### src/sv/h264_rtp_packetizer_unit_macros.svh
// Assertion helpers shared by the packetizer RTL.
// Both sample on clk and stay quiet while rst_n is low.
`ifndef H264_RTP_PACKETIZER_UNIT_MACROS_SVH
`define H264_RTP_PACKETIZER_UNIT_MACROS_SVH

// Same-cycle implication.
`define H264RTP_ASSERT_IMPL(lbl, ante, cons) \
  lbl: assert property (@(posedge clk) disable iff (!rst_n) (ante) |-> (cons)) \
    else $error("assertion failed: ante -> cons");

// Next-cycle implication.
`define H264RTP_ASSERT_NEXT(lbl, ante, cons) \
  lbl: assert property (@(posedge clk) disable iff (!rst_n) (ante) |=> (cons)) \
    else $error("assertion failed: ante => cons");

`endif

### src/sv/h264rtp_pkg.sv
package h264rtp_pkg;

  localparam int LENGTH_WIDTH_DEF = 24;

  // Configuration register indexes
  localparam logic [1:0] CFG_SSRC     = 2'd0;
  localparam logic [1:0] CFG_PT       = 2'd1;
  localparam logic [1:0] CFG_TS_INC   = 2'd2;
  localparam logic [1:0] CFG_MAX_PAY  = 2'd3;

  localparam logic [31:0] SSRC_RESET     = 32'h8892_3423;
  localparam logic [6:0]  PT_RESET       = 7'd96;
  localparam logic [31:0] TS_INC_RESET   = 32'd3600;
  localparam logic [13:0] MAX_PAY_RESET  = 14'd1400;
  localparam logic [31:0] TS_RESET       = 32'd450;
  localparam logic [13:0] MIN_PAYLOAD    = 14'd2;

  // Packet byte constants
  localparam logic [7:0] INTERLEAVE_MAGIC = 8'h24;
  localparam logic [7:0] RTP_V2_BYTE      = 8'h80;
  localparam logic [7:0] NRI_MASK         = 8'hE0;
  localparam logic [7:0] FU_A_TYPE        = 8'd28;
  localparam logic [15:0] RTP_HDR_LEN     = 16'd12;
  localparam logic [15:0] FU_OVERHEAD     = 16'd14;

  // Byte slot numbering inside one run
  localparam logic [4:0] IDX_HDR_LAST = 5'd15;
  localparam logic [4:0] IDX_FU_IND   = 5'd16;
  localparam logic [4:0] IDX_FU_HDR   = 5'd17;
  localparam logic [4:0] IDX_DATA     = 5'd18;

  typedef logic [4:0] byte_idx_t;

  // Everything needed to serialize the results of one input transaction
  typedef struct packed {
    logic        hdr_en;
    logic        fu_en;
    logic [7:0]  chan2;
    logic [15:0] plen;
    logic [6:0]  pt;
    logic [15:0] seq;
    logic [31:0] ts;
    logic [31:0] ssrc;
    logic [7:0]  fu_ind;
    logic [7:0]  fu_hdr;
    logic [7:0]  data;
    logic        pkt_end;
    logic        key;
  } h264rtp_desc_t;

endpackage

### src/sv/h264rtp_emit.sv
module h264rtp_emit (
  input  logic                   clk,
  input  logic                   rst_n,
  input  logic                   load_en,
  input  h264rtp_pkg::h264rtp_desc_t load_desc,
  output logic                   skid_full,
  output logic                   out_valid,
  input  logic                   out_stall,
  output logic [7:0]             out_out_byte,
  output logic                   out_packet_end,
  output logic                   out_last_of_run,
  output logic                   out_key_frame_tag
);
  import h264rtp_pkg::*;

  h264rtp_desc_t act_r, act_nxt, pend_r, pend_nxt;
  logic          act_v_r, act_v_nxt, pend_v_r, pend_v_nxt;
  byte_idx_t     idx_r, idx_nxt;
  logic          out_fire, act_done, act_free;

  function automatic byte_idx_t start_idx(input h264rtp_desc_t d);
    return d.hdr_en ? '0 : IDX_DATA;
  endfunction

  assign out_fire  = act_v_r && !out_stall;
  assign act_done  = out_fire && (idx_r == IDX_DATA);
  assign act_free  = !act_v_r || act_done;
  assign skid_full = pend_v_r;

  always_comb begin
    act_nxt    = act_r;
    act_v_nxt  = act_v_r;
    pend_nxt   = pend_r;
    pend_v_nxt = pend_v_r;
    idx_nxt    = idx_r;
    if (act_free) begin
      if (pend_v_r) begin
        act_nxt    = pend_r;
        act_v_nxt  = 1'b1;
        pend_v_nxt = 1'b0;
        idx_nxt    = start_idx(pend_r);
      end else if (load_en) begin
        act_nxt   = load_desc;
        act_v_nxt = 1'b1;
        idx_nxt   = start_idx(load_desc);
      end else begin
        act_v_nxt = 1'b0;
      end
    end else begin
      if (load_en) begin
        pend_nxt   = load_desc;
        pend_v_nxt = 1'b1;
      end
      if (out_fire) begin
        // skip the FU bytes for a whole-NAL packet
        idx_nxt = (idx_r == IDX_HDR_LAST && !act_r.fu_en) ? IDX_DATA : idx_r + 5'd1;
      end
    end
  end

  always_ff @(posedge clk) begin
    if (!rst_n) begin
      act_v_r  <= 1'b0;
      pend_v_r <= 1'b0;
      idx_r    <= '0;
    end else begin
      act_v_r  <= act_v_nxt;
      pend_v_r <= pend_v_nxt;
      idx_r    <= idx_nxt;
    end
    act_r  <= act_nxt;
    pend_r <= pend_nxt;
  end

  always_comb begin
    case (idx_r)
      5'd0:       out_out_byte = INTERLEAVE_MAGIC;
      5'd1:       out_out_byte = act_r.chan2;
      5'd2:       out_out_byte = act_r.plen[15:8];
      5'd3:       out_out_byte = act_r.plen[7:0];
      5'd4:       out_out_byte = RTP_V2_BYTE;
      5'd5:       out_out_byte = {1'b0, act_r.pt};
      5'd6:       out_out_byte = act_r.seq[15:8];
      5'd7:       out_out_byte = act_r.seq[7:0];
      5'd8:       out_out_byte = act_r.ts[31:24];
      5'd9:       out_out_byte = act_r.ts[23:16];
      5'd10:      out_out_byte = act_r.ts[15:8];
      5'd11:      out_out_byte = act_r.ts[7:0];
      5'd12:      out_out_byte = act_r.ssrc[31:24];
      5'd13:      out_out_byte = act_r.ssrc[23:16];
      5'd14:      out_out_byte = act_r.ssrc[15:8];
      IDX_HDR_LAST: out_out_byte = act_r.ssrc[7:0];
      IDX_FU_IND: out_out_byte = act_r.fu_ind;
      IDX_FU_HDR: out_out_byte = act_r.fu_hdr;
      IDX_DATA:   out_out_byte = act_r.data;
      default:    out_out_byte = act_r.data;
    endcase
  end

  assign out_valid         = act_v_r;
  assign out_last_of_run   = (idx_r == IDX_DATA);
  assign out_packet_end    = (idx_r == IDX_DATA) && act_r.pkt_end;
  assign out_key_frame_tag = act_r.key;

endmodule

### src/sv/h264_rtp_packetizer_unit.sv
// Latency: the first result of an accepted transaction is valid the next cycle
// when the output slot is free; otherwise it waits behind the run in that slot.
// Throughput, out_stall low: one transaction per cycle while each yields a single
// payload byte; a transaction that opens a packet yields 17 or 19 bytes, one per
// cycle, and the input then takes at most one more until that run leaves the slot.
// Reset: synchronous, active low; registers return to defaults, sequence 0,
// timestamp 450, and both output slots empty.
`include "h264_rtp_packetizer_unit_macros.svh"

module h264_rtp_packetizer_unit #(
  parameter int LENGTH_WIDTH = h264rtp_pkg::LENGTH_WIDTH_DEF
) (
  input  logic                    clk,
  input  logic                    rst_n,
  // configuration
  input  logic                    cfg_wr_en,
  input  logic [1:0]              cfg_index,
  input  logic [31:0]             cfg_wr_data,
  // NAL byte stream
  input  logic                    in_valid,
  output logic                    in_stall,
  input  logic [7:0]              in_data_byte,
  input  logic [LENGTH_WIDTH-1:0] in_frame_length,
  input  logic [6:0]              in_channel_number,
  input  logic                    in_key_frame_flag,
  // packet byte stream
  output logic                    out_valid,
  input  logic                    out_stall,
  output logic [7:0]              out_out_byte,
  output logic                    out_packet_end,
  output logic                    out_last_of_run,
  output logic                    out_key_frame_tag
);
  import h264rtp_pkg::*;

  // compare width wide enough for both NAL lengths and the payload limit
  localparam int CW = (LENGTH_WIDTH > 14) ? LENGTH_WIDTH : 14;

  // configuration registers
  logic [31:0] ssrc_r, ts_inc_r;
  logic [6:0]  pt_r;
  logic [13:0] max_pay_r;

  // packetizer state
  logic [15:0]             seq_r, seq_nxt;
  logic [31:0]             ts_r, ts_nxt;
  logic [LENGTH_WIDTH-1:0] pos_r, pos_nxt;
  logic [13:0]             fill_r, fill_nxt;
  logic [7:0]              nal_r, nal_nxt;
  logic                    frag_mode_r, frag_mode_nxt;
  logic [LENGTH_WIDTH-1:0] total_r, total_nxt;
  logic [6:0]              chan_r, chan_nxt;
  logic                    key_r, key_nxt;
  logic [13:0]             limit_r, limit_nxt;
  logic [13:0]             frag_size_r, frag_size_nxt;

  // per-transaction working values
  logic                    in_fire, first, frame_done, first_frag, new_frag, frag_end;
  logic [LENGTH_WIDTH-1:0] cur_total, remaining;
  logic [LENGTH_WIDTH:0]   pos_p1;
  logic [13:0]             cur_limit, fs, fs_eff, fill_p1;
  logic                    cur_fm, cur_key;
  logic [6:0]              cur_chan;
  logic [7:0]              cur_nal;
  logic [CW-1:0]           rem_c, lim_c, fs_c;
  logic                    load_en, skid_full;
  h264rtp_desc_t           load_desc;

  assign in_stall = skid_full;
  assign in_fire  = in_valid && !in_stall;
  assign first    = (pos_r == '0);

  // latch the NAL-wide values on its first byte
  always_comb begin
    cur_total = first ? ((in_frame_length == '0) ? LENGTH_WIDTH'(1) : in_frame_length)
                      : total_r;
    cur_limit = first ? ((max_pay_r < MIN_PAYLOAD) ? MIN_PAYLOAD : max_pay_r) : limit_r;
    cur_chan  = first ? in_channel_number : chan_r;
    cur_key   = first ? in_key_frame_flag : key_r;
    cur_nal   = first ? in_data_byte : nal_r;
    cur_fm    = first ? (CW'(cur_total) > CW'(cur_limit)) : frag_mode_r;
  end

  // fragment sizing; a lone fragment is split so S and E never coincide
  always_comb begin
    pos_p1     = {1'b0, pos_r} + (LENGTH_WIDTH+1)'(1);
    frame_done = pos_p1 >= {1'b0, cur_total};
    remaining  = cur_total - pos_r;
    rem_c      = CW'(remaining);
    lim_c      = CW'(cur_limit);
    first_frag = (pos_r == LENGTH_WIDTH'(1));
    fs_c       = (rem_c < lim_c) ? rem_c : lim_c;
    if (first_frag && rem_c <= lim_c) begin
      fs_c = rem_c - CW'(1);
    end
    fs       = fs_c[13:0];
    new_frag = (fill_r == '0);
    fs_eff   = new_frag ? fs : frag_size_r;
    fill_p1  = fill_r + 14'd1;
    frag_end = (fill_p1 >= fs_eff) || frame_done;
  end

  always_comb begin
    load_desc         = '0;
    load_desc.chan2   = {cur_chan, 1'b0};
    load_desc.pt      = pt_r;
    load_desc.seq     = seq_r;
    load_desc.ts      = ts_r;
    load_desc.ssrc    = ssrc_r;
    load_desc.fu_ind  = (cur_nal & NRI_MASK) | FU_A_TYPE;
    load_desc.fu_hdr  = {first_frag, (CW'(fs) == rem_c), 1'b0, cur_nal[4:0]};
    load_desc.data    = in_data_byte;
    load_desc.key     = cur_key;

    seq_nxt       = seq_r;
    ts_nxt        = ts_r;
    pos_nxt       = pos_r;
    fill_nxt      = fill_r;
    nal_nxt       = nal_r;
    frag_mode_nxt = frag_mode_r;
    total_nxt     = total_r;
    chan_nxt      = chan_r;
    key_nxt       = key_r;
    limit_nxt     = limit_r;
    frag_size_nxt = frag_size_r;
    load_en       = 1'b0;

    if (in_fire) begin
      total_nxt     = cur_total;
      limit_nxt     = cur_limit;
      chan_nxt      = cur_chan;
      key_nxt       = cur_key;
      nal_nxt       = cur_nal;
      frag_mode_nxt = cur_fm;
      if (!cur_fm) begin
        // whole NAL in one packet
        load_en           = 1'b1;
        load_desc.hdr_en  = first;
        load_desc.plen    = 16'(cur_total) + RTP_HDR_LEN;
        load_desc.pkt_end = frame_done;
        if (frame_done) begin
          seq_nxt = seq_r + 16'd1;
        end
      end else if (!first) begin
        // FU-A fragment byte; first NAL byte (the header) yields nothing
        load_en           = 1'b1;
        load_desc.hdr_en  = new_frag;
        load_desc.fu_en   = new_frag;
        load_desc.plen    = 16'(fs) + FU_OVERHEAD;
        load_desc.pkt_end = frag_end;
        if (new_frag) begin
          frag_size_nxt = fs;
        end
        if (frag_end) begin
          fill_nxt = '0;
          seq_nxt  = seq_r + 16'd1;
        end else begin
          fill_nxt = fill_p1;
        end
      end else begin
        fill_nxt = '0;
      end
      if (frame_done) begin
        pos_nxt       = '0;
        frag_mode_nxt = 1'b0;
        fill_nxt      = '0;
        ts_nxt        = ts_r + ts_inc_r;
      end else begin
        pos_nxt = pos_r + LENGTH_WIDTH'(1);
      end
    end
  end

  always_ff @(posedge clk) begin
    if (!rst_n) begin
      ssrc_r      <= SSRC_RESET;
      pt_r        <= PT_RESET;
      ts_inc_r    <= TS_INC_RESET;
      max_pay_r   <= MAX_PAY_RESET;
      seq_r       <= '0;
      ts_r        <= TS_RESET;
      pos_r       <= '0;
      fill_r      <= '0;
      nal_r       <= '0;
      frag_mode_r <= 1'b0;
      total_r     <= '0;
      chan_r      <= '0;
      key_r       <= 1'b0;
      limit_r     <= '0;
      frag_size_r <= '0;
    end else begin
      if (cfg_wr_en) begin
        unique case (cfg_index)
          CFG_SSRC:    ssrc_r    <= cfg_wr_data;
          CFG_PT:      pt_r      <= cfg_wr_data[6:0];
          CFG_TS_INC:  ts_inc_r  <= cfg_wr_data;
          CFG_MAX_PAY: max_pay_r <= cfg_wr_data[13:0];
        endcase
      end
      seq_r       <= seq_nxt;
      ts_r        <= ts_nxt;
      pos_r       <= pos_nxt;
      fill_r      <= fill_nxt;
      nal_r       <= nal_nxt;
      frag_mode_r <= frag_mode_nxt;
      total_r     <= total_nxt;
      chan_r      <= chan_nxt;
      key_r       <= key_nxt;
      limit_r     <= limit_nxt;
      frag_size_r <= frag_size_nxt;
    end
  end

  // serialize each transaction's bytes through an output slot plus a skid slot
  h264rtp_emit u_emit (
    .clk               (clk),
    .rst_n             (rst_n),
    .load_en           (load_en),
    .load_desc         (load_desc),
    .skid_full         (skid_full),
    .out_valid         (out_valid),
    .out_stall         (out_stall),
    .out_out_byte      (out_out_byte),
    .out_packet_end    (out_packet_end),
    .out_last_of_run   (out_last_of_run),
    .out_key_frame_tag (out_key_frame_tag)
  );

  // a packet only closes on the data byte that ends a run
  `H264RTP_ASSERT_IMPL(a_end_is_last, out_valid && out_packet_end, out_last_of_run)
  // a full skid slot means the output slot is busy
  `H264RTP_ASSERT_IMPL(a_skid_behind_out, in_stall, out_valid)
  // inside a fragment the fill stays below the fragment size
  `H264RTP_ASSERT_IMPL(a_fill_bound, frag_mode_r && fill_r != '0, fill_r < frag_size_r)
  // the final NAL byte rewinds the position
  `H264RTP_ASSERT_NEXT(a_nal_rewind, in_fire && frame_done, pos_r == '0)

endmodule

### config.mk
export PLATFORM = sky130hd
export DESIGN_NAME = h264_rtp_packetizer_unit
export DESIGN_NICKNAME = d
export VERILOG_FILES = /design/src/sv/h264rtp_pkg.sv /design/src/sv/h264rtp_emit.sv /design/src/sv/h264_rtp_packetizer_unit.sv
export VERILOG_INCLUDE_DIRS = /design/src /design/src/sv
export SDC_FILE = /design/constraint.sdc
export NUM_CORES = 1
export LEC_CHECK = 0
export BUFFER_PORTS_ARGS = -buffer_cell sky130_fd_sc_hd__buf_2
export CORE_MARGIN = 2
export CORE_UTILIZATION = 40
export CTS_CLUSTER_DIAMETER = 50
export DETAILED_ROUTE_END_ITERATION = 7
export HOLD_SLACK_MARGIN = 0.15
export PLACE_DENSITY = 0.56
export SYNTH_ARGS = -nofsm -noshare
export SYNTH_HDL_FRONTEND = slang
export SYNTH_SLANG_ARGS = --single-unit
### constraint.sdc
create_clock -name clk -period 22.1 [get_ports clk]
set_input_delay 2.21 -clock clk [delete_from_list [all_inputs] [get_ports clk]]
set_output_delay 2.21 -clock clk [all_outputs]
set_load 0.005 [all_outputs]
==> metrics.md, run 1 <==
| Metric | Value |
|---|---|
| Status | finished, final reports clean |
| WL per Instance | 21.6 um |
| Leakage Power | 0.0117 uW |
| Worst path arrival time | 12.11 ns |
| Pwr Density | 82.0 nW/um2 |
| Ports | 92 |
| Area grow syn2layout | 12.8% |
| Initial core utilization | 0.406 |
| Die Area | 69200 um2 |
| CTS tree | built |
| Clock sink total | 510 |
| Worst-path fanout max | 15 |
| Register-to-register setup slack | 10.80 ns |
| Period utilisation layout | 0.524 |
| Worst vdd ir | 58.4 uV |
| Min Hold Slack | 0.451 ns |
| Core Area | 66100 um2 |
| Fin crit period | 11.59 ns |
| Vias | 20800 |
| Most frequent cells in the layout | nand2_1, edfxtp_1, dfxtp_1 |
| Synthesized Nets | 2922 |
| Post-synth ARST share | 0 |
| Final number of max-transition violations | 0 |
| Worst path slowest cell | xnor2_1 |
| Most common cell after layout, fill and taps aside | nand2_1 |
| RSZ-0062 raised after global routing | no |
| Seq/Total Area, Yosys | 0.478 |
| Critical Path Sink Type | flip-flop |
| Initial antenna violation count | 0 |
| Fin cells | 3684 |
| Cts bufs inserted | 57 |
| Final Wtd Congestion | 0.898 |
| # DRC | 0 |
| Critical path class | input port to flip-flop |
| Crit path launch type | input port |
| Worst-path clk slew | 0.06 ns |
| Yosys warning total | 0 |
| Die extent in y | 263 um |
| # hold bufs at CTS | 0 |
| Row cnt | 94 |
| Antenna Nets Post-Route | 0 |
| FF-to-FF Start | pos_r[6]$_SDFFE_PN0P_ |
| Setup TNS | 0 ns |
| DR vias/cell | 5.65 |
| Iter 0 DRT Violations | 1758 |
| Worst setup path startpoint | in_frame_length[17] |
| Routed WL | 79600 um |
| Die Wd | 263 um |
| Skew final | 0.0242 ns |
| Max Buffers Root-to-Sink | 3 |
| Final instance area | 30300 um2 |
| Cells after synthesis | 2707 |
| Register bit total from synthesis | 510 |
| Skew-Pair Late Insertion Delay | 0.61 ns |
| Worst slew margin | 0.186 |
| CP max stage delay | 0.80 ns |
| First-pass GRT wire length | 123000 um |
| Final setup margin | 10.51 ns |
| CTS H-Tree Depth | 2 |
| Dpl cells | 3579 |
| Hold crit path type | flip-flop to flip-flop |
| Syn_area_per_cell | 9.92 um2 |
| Post-synth EDFFs | 263 |
| Crit path required time | 22.62 ns |
| Placement Setup Slack | 10.04 ns |
| CP dominant cell by count | a21o_1 |
| Max_cap viols | 0 |
| Total GRT Usage | 0.226 |
| Top_reg_cell synth | edfxtp_1 |
| Final Hold Vio Count | 0 |
| Setup violations, final | 0 |
| Postcts setup bufs | 0 |
| Vias in the first global route | 20400 |
| Post-Syn Area | 26900 um2 |
| Hold Startpoint | pt_r[5]$_SDFFE_PN1P_ |
| First-pass detailed-route iteration total | 5 |
| HPWL after DPL | 56900 um |
| Port buffer count | 91 |
| Area after DPL | 28300 um2 |
| PostCTS Resize Cnt | 0 |
| Nets@finish | 2989 |
| Largest net degree at the start of global routing | 133 |
| Grt ovf | 0 |
| Max Freq | 86.3 MHz |
| N_diodes | 0 |
| Ratio of cells with drive above 1 in the final layout | 0.145 |
| CTS Root Cell | clkbuf_16 |
| Slew @ Worst Pin | 1.22 ns |
| Synth unique cells | 83 |
## cells by family after synthesis
family                     Yosys count  synth area share
DFF                                510             0.478
buffers and inverters              223            0.0322
xor gates and xnor gates           119            0.0388
adders and majority gates          136            0.0639
muxes                              206            0.0834
and+or+nand+nor                    928             0.162
AOI/OAI and AO/OA                  585             0.141
## synth_stat cells (all sizes together), types with 81 or more instances
cell    instances  area share
a21oi         197       0.037
nor3           81       0.015
nand3          92       0.017
ha            134       0.062
nor2          231       0.032
inv            92       0.013
clkbuf        111       0.016
edfxtp        263        0.29
dfxtp         247        0.18
nand2         310       0.043
o21ai         104       0.020
mux2          135       0.057
## routing by layer
metal | part of all wire | global-route usage
met1 | 0.44 | 0.303
met2 | 0.48 | 0.385
met3 | 0.048 | 0.0268
met4 | 0.026 | 0.0639
met5 | 0 | 0
## through the flow
| stage | total power (uW) | utilization |
|---|---|---|
| floorplan | 1360 | - |
| global placement | 1490 | 0.428 |
| detailed placement | 1490 | 0.428 |
| CTS | 2500 | 0.458 |
| global route | 2580 | 0.458 |
| finish | 2480 | 0.458 |
## layout make-up
type                       count  area, um2
timing repair buffer         137        813
sequential                   510      12800
clock inverter                38        477
multi-input combinational   1974      13200
inverter                      94        358
clock buffer                  67       1510
fill                        6297      35800
tap                          864       1080
## report_power, final
part | internal (uW) | switching, uW
sequential | 1040 | 22.0
clock | 599 | 407
combinational | 150 | 268
total | 1790 | 697
## registers in the layout, indices dropped and copies added (netlist names), 5 cells and up
name and cells:
pos_r 24, fill_r 14, ssrc_r 32, nal_r 8, total_r 24, u_emit.act_r 130, ts_inc_r 32, u_emit.idx_r 5
frag_size_r 14, ts_r 32, max_pay_r 14, pt_r 7, seq_r 16, u_emit.pend_r 132, chan_r 7, limit_r 14
## critical path: cells and delay by family
kind	cells	cell delay [ns]
buf+inv	2	0.32
fa+ha+maj	4	1.28
xor+xnor	1	0.80
compound gates	18	3.03
simple gates	16	4.46
## path summary, 6_finish.rpt
check	to	depth (start not counted)
hold reg to reg	u_emit.pend_r[111]$_DFFE_PP_	0
setup reg to reg	fill_r[8]$_SDFFE_PN0P_	38
setup / recovery	fill_r[8]$_SDFFE_PN0P_	41
hold / removal	u_emit.pend_r[111]$_DFFE_PP_	0
No activity file was read; power rests on OpenSTA's default activity.
==> run 2, diff against run 1 <==
- ABC_AREA: unset -> 1
- clock period: 22.1 -> 12 ns (I/O delays scaled with it)
==> run 2 against run 1 <==
Compared with the run above: flip-flop and latch count stayed put; final cell count increased by 27%; hold slack got worse by 0.0012 ns; die area increased by 4.6%; routed wire length rose by 12%; setup slack got worse by 8.0 ns; critical path type is now flip-flop to flip-flop.
==> metrics.md, run 2 <==
| Metric | Value |
|---|---|
| First-pass detailed-route iteration total | 6 |
| # DRC | 0 |
| Initial core utilization | 0.403 |
| Largest net degree at the start of global routing | 81 |
| Post-synth ARST share | 0 |
| Synth area leaders | edfxtp_1, dfxtp_1, nand2_1 |
| Skew-Pair Late Insertion Delay | 0.62 ns |
| Max FFs per register | 132 |
| CTS Root Cell | clkbuf_16 |
| Die Area | 72400 um2 |
| Post-Syn Area | 28100 um2 |
| Nets@finish | 3911 |
| Leakage Power | 0.0141 uW |
| Setup TNS | 0 ns |
| Most common cell after layout, fill and taps aside | nand2_1 |
| Top post-synthesis cells by count | nand2_1, inv_1, nor2_1 |
| Status | finished, final reports clean |
| Vias | 24100 |
| Worst slew margin | 0.239 |
| Total GRT Usage | 0.244 |
| Dpl cells | 4567 |
| Crit path launch type | flip-flop |
| Final Wtd Congestion | 0.939 |
| CP dominant cell by count | nand2_1 |
| Routed WL | 89400 um |
| Ratio of cells with drive above 1 in the final layout | 0.0835 |
| Synth unique cells | 57 |
| Top_reg_cell synth | edfxtp_1 |
| RSZ-0062 raised after global routing | no |
| Pwr Density | 162 nW/um2 |
| CP max stage delay | 0.59 ns |
| Hold crit path type | flip-flop to flip-flop |
| Fin crit period | 9.51 ns |
| Die Wd | 269 um |
| Period utilisation layout | 0.792 |
| Worst path bufs/invs | 10 |
| Vias in the first global route | 22600 |
| CTS H-Tree Depth | 3 |
| Worst vdd ir | 104 uV |
| Port buffer count | 91 |
| Critical Path Sink Type | flip-flop |
| Skew final | 0.0307 ns |
| Synth top area share | 0.281 |
| Most frequent cells in the layout | nand2_1, inv_1, nor2_1 |
| WL per Instance | 19.1 um |
| Worst path arrival time | 10.06 ns |
| Final number of max-transition violations | 0 |
| Cells after synthesis | 3626 |
| DR vias/cell | 5.14 |
| Levels on crit path | 54 |
| Seq/Total Area, Yosys | 0.457 |
| Max Buffers Root-to-Sink | 3 |
| Initial antenna violation count | 4 |
| Worst-path fanout max | 47 |
| Area grow syn2layout | 13.3% |
| Crit path required time | 12.55 ns |
| Grt ovf | 0 |
| First-pass GRT wire length | 137000 um |
| Critical path class | flip-flop to flip-flop |
| Iter 0 DRT Violations | 2143 |
| Postcts setup bufs | 0 |
| Synthesized Nets | 3841 |
| Register bit total from synthesis | 510 |
| Setup violations, final | 0 |
| Post-synth EDFFs | 263 |
| Final Hold Vio Count | 0 |
| Worst hold stages | 0 |
| Yosys warning total | 0 |
| Antenna Nets Post-Route | 0 |
| Ports | 92 |
| Leading area contributor after synthesis | edfxtp_1 |
| PostCTS Resize Cnt | 0 |
| Worst path slowest cell | nor3_4 |
| CTS tree | built |
| Top delay family on crit path | simple AND/OR/NAND/NOR gates |
| R2R depth | 54 |
| Slew @ Worst Pin | 1.14 ns |
| # hold bufs at CTS | 0 |
| Syn_area_per_cell | 7.75 um2 |
| Worst-path clk slew | 0.06 ns |
| Max_cap viols | 0 |
| Fin cells | 4691 |
| Largest Register | u_emit.pend_r |
| Die extent in y | 269 um |
| Top flop regs | u_emit.pend_r (132), u_emit.act_r (130) |
| HPWL after DPL | 65800 um |
| Core Area | 69800 um2 |
| Cts bufs inserted | 67 |
| Most frequent cell after synthesis | nand2_1 |
| Row cnt | 97 |
| Max Freq | 105 MHz |
| Clock sink total | 510 |
[run 2: changes by cell type after synthesis, moves of 50 or more]
cell,change
nand2_1,+701
o21ai_0,+161
nor2_1,+87
nand3_1,+86
a21o_1,-50
mux2_2,-135
xnor2_1,-63
mux2i_1,-69
inv_1,+371
[run 2: cells by family after synthesis]
family | share of synthesized area
AOI/OAI and AO/OA | 0.123
adders and majority gates | 0.0611
DFF | 0.457
and+or+nand+nor | 0.251
buffers and inverters | 0.0817
xor gates and xnor gates | 0.0255
[run 2: power breakdown]
| part | total [uW] | switching (uW) | internal [uW] |
|---|---|---|---|
| Clock | 2140 | 810 | 1330 |
| Combinational | 1030 | 734 | 296 |
| Sequential | 2010 | 51.1 | 1950 |
[run 2: worst paths after layout]
path | slack, ns | to | start
min | 0.45 | u_emit.pend_r[44]$_DFFE_PP_ | ssrc_r[18]$_SDFFE_PN0P_
max reg2reg | 2.49 | seq_r[3]$_SDFFE_PN0P_ | pos_r[0]$_SDFFE_PN0P_
min reg2reg | 0.45 | u_emit.pend_r[44]$_DFFE_PP_ | ssrc_r[18]$_SDFFE_PN0P_
max | 2.49 | seq_r[3]$_SDFFE_PN0P_ | pos_r[0]$_SDFFE_PN0P_
[run 2: per-layer routing]
metal	vias to the layer above	track usage	share of wire
li1	12100	-	-
met1	11300	0.359	0.49
met2	615	0.381	0.44
met3	92	0.0323	0.051
met4	2	0.0512	0.017
met5	-	0	0.00013
[run 2: cell type report]
type | instances | area [um2]
multi-input cells | 2521 | 13000
well taps | 940 | 1180
inverters | 480 | 1810
flip-flops and latches | 510 | 12800
diodes | 1 | 2.50
fillers | 6976 | 37900
clock inverters | 39 | 528
repair buffers | 116 | 646
clock buffers | 84 | 1850
[run 2: worst register-to-register path: cells and delay by family (launching register included)]
family / cells / cell delay, ns
compound gates: 10 / 1.54
flops: 1 / 0.43
fa+ha+maj: 4 / 1.26
simple gates: 29 / 3.73
buf+inv: 10 / 1.98
xor+xnor: 1 / 0.51
[run 2: per-stage QoR]
step / setup WS [ns] / total power, uW / utilization / hold WS [ns] / cell area (um2)
detailed placement: 2.62 / 3050 / 0.422 / 0.436 / 29500
finish: 2.49 / 5170 / 0.457 / 0.450 / 31900
global placement: 2.85 / 3050 / 0.422 / 0.437 / 29500
floorplan: 2.64 / 2720 / - / 0.425 / 28100
global route: 1.59 / 5420 / 0.457 / 0.471 / 31900
CTS: 2.60 / 5210 / 0.457 / 0.450 / 31900
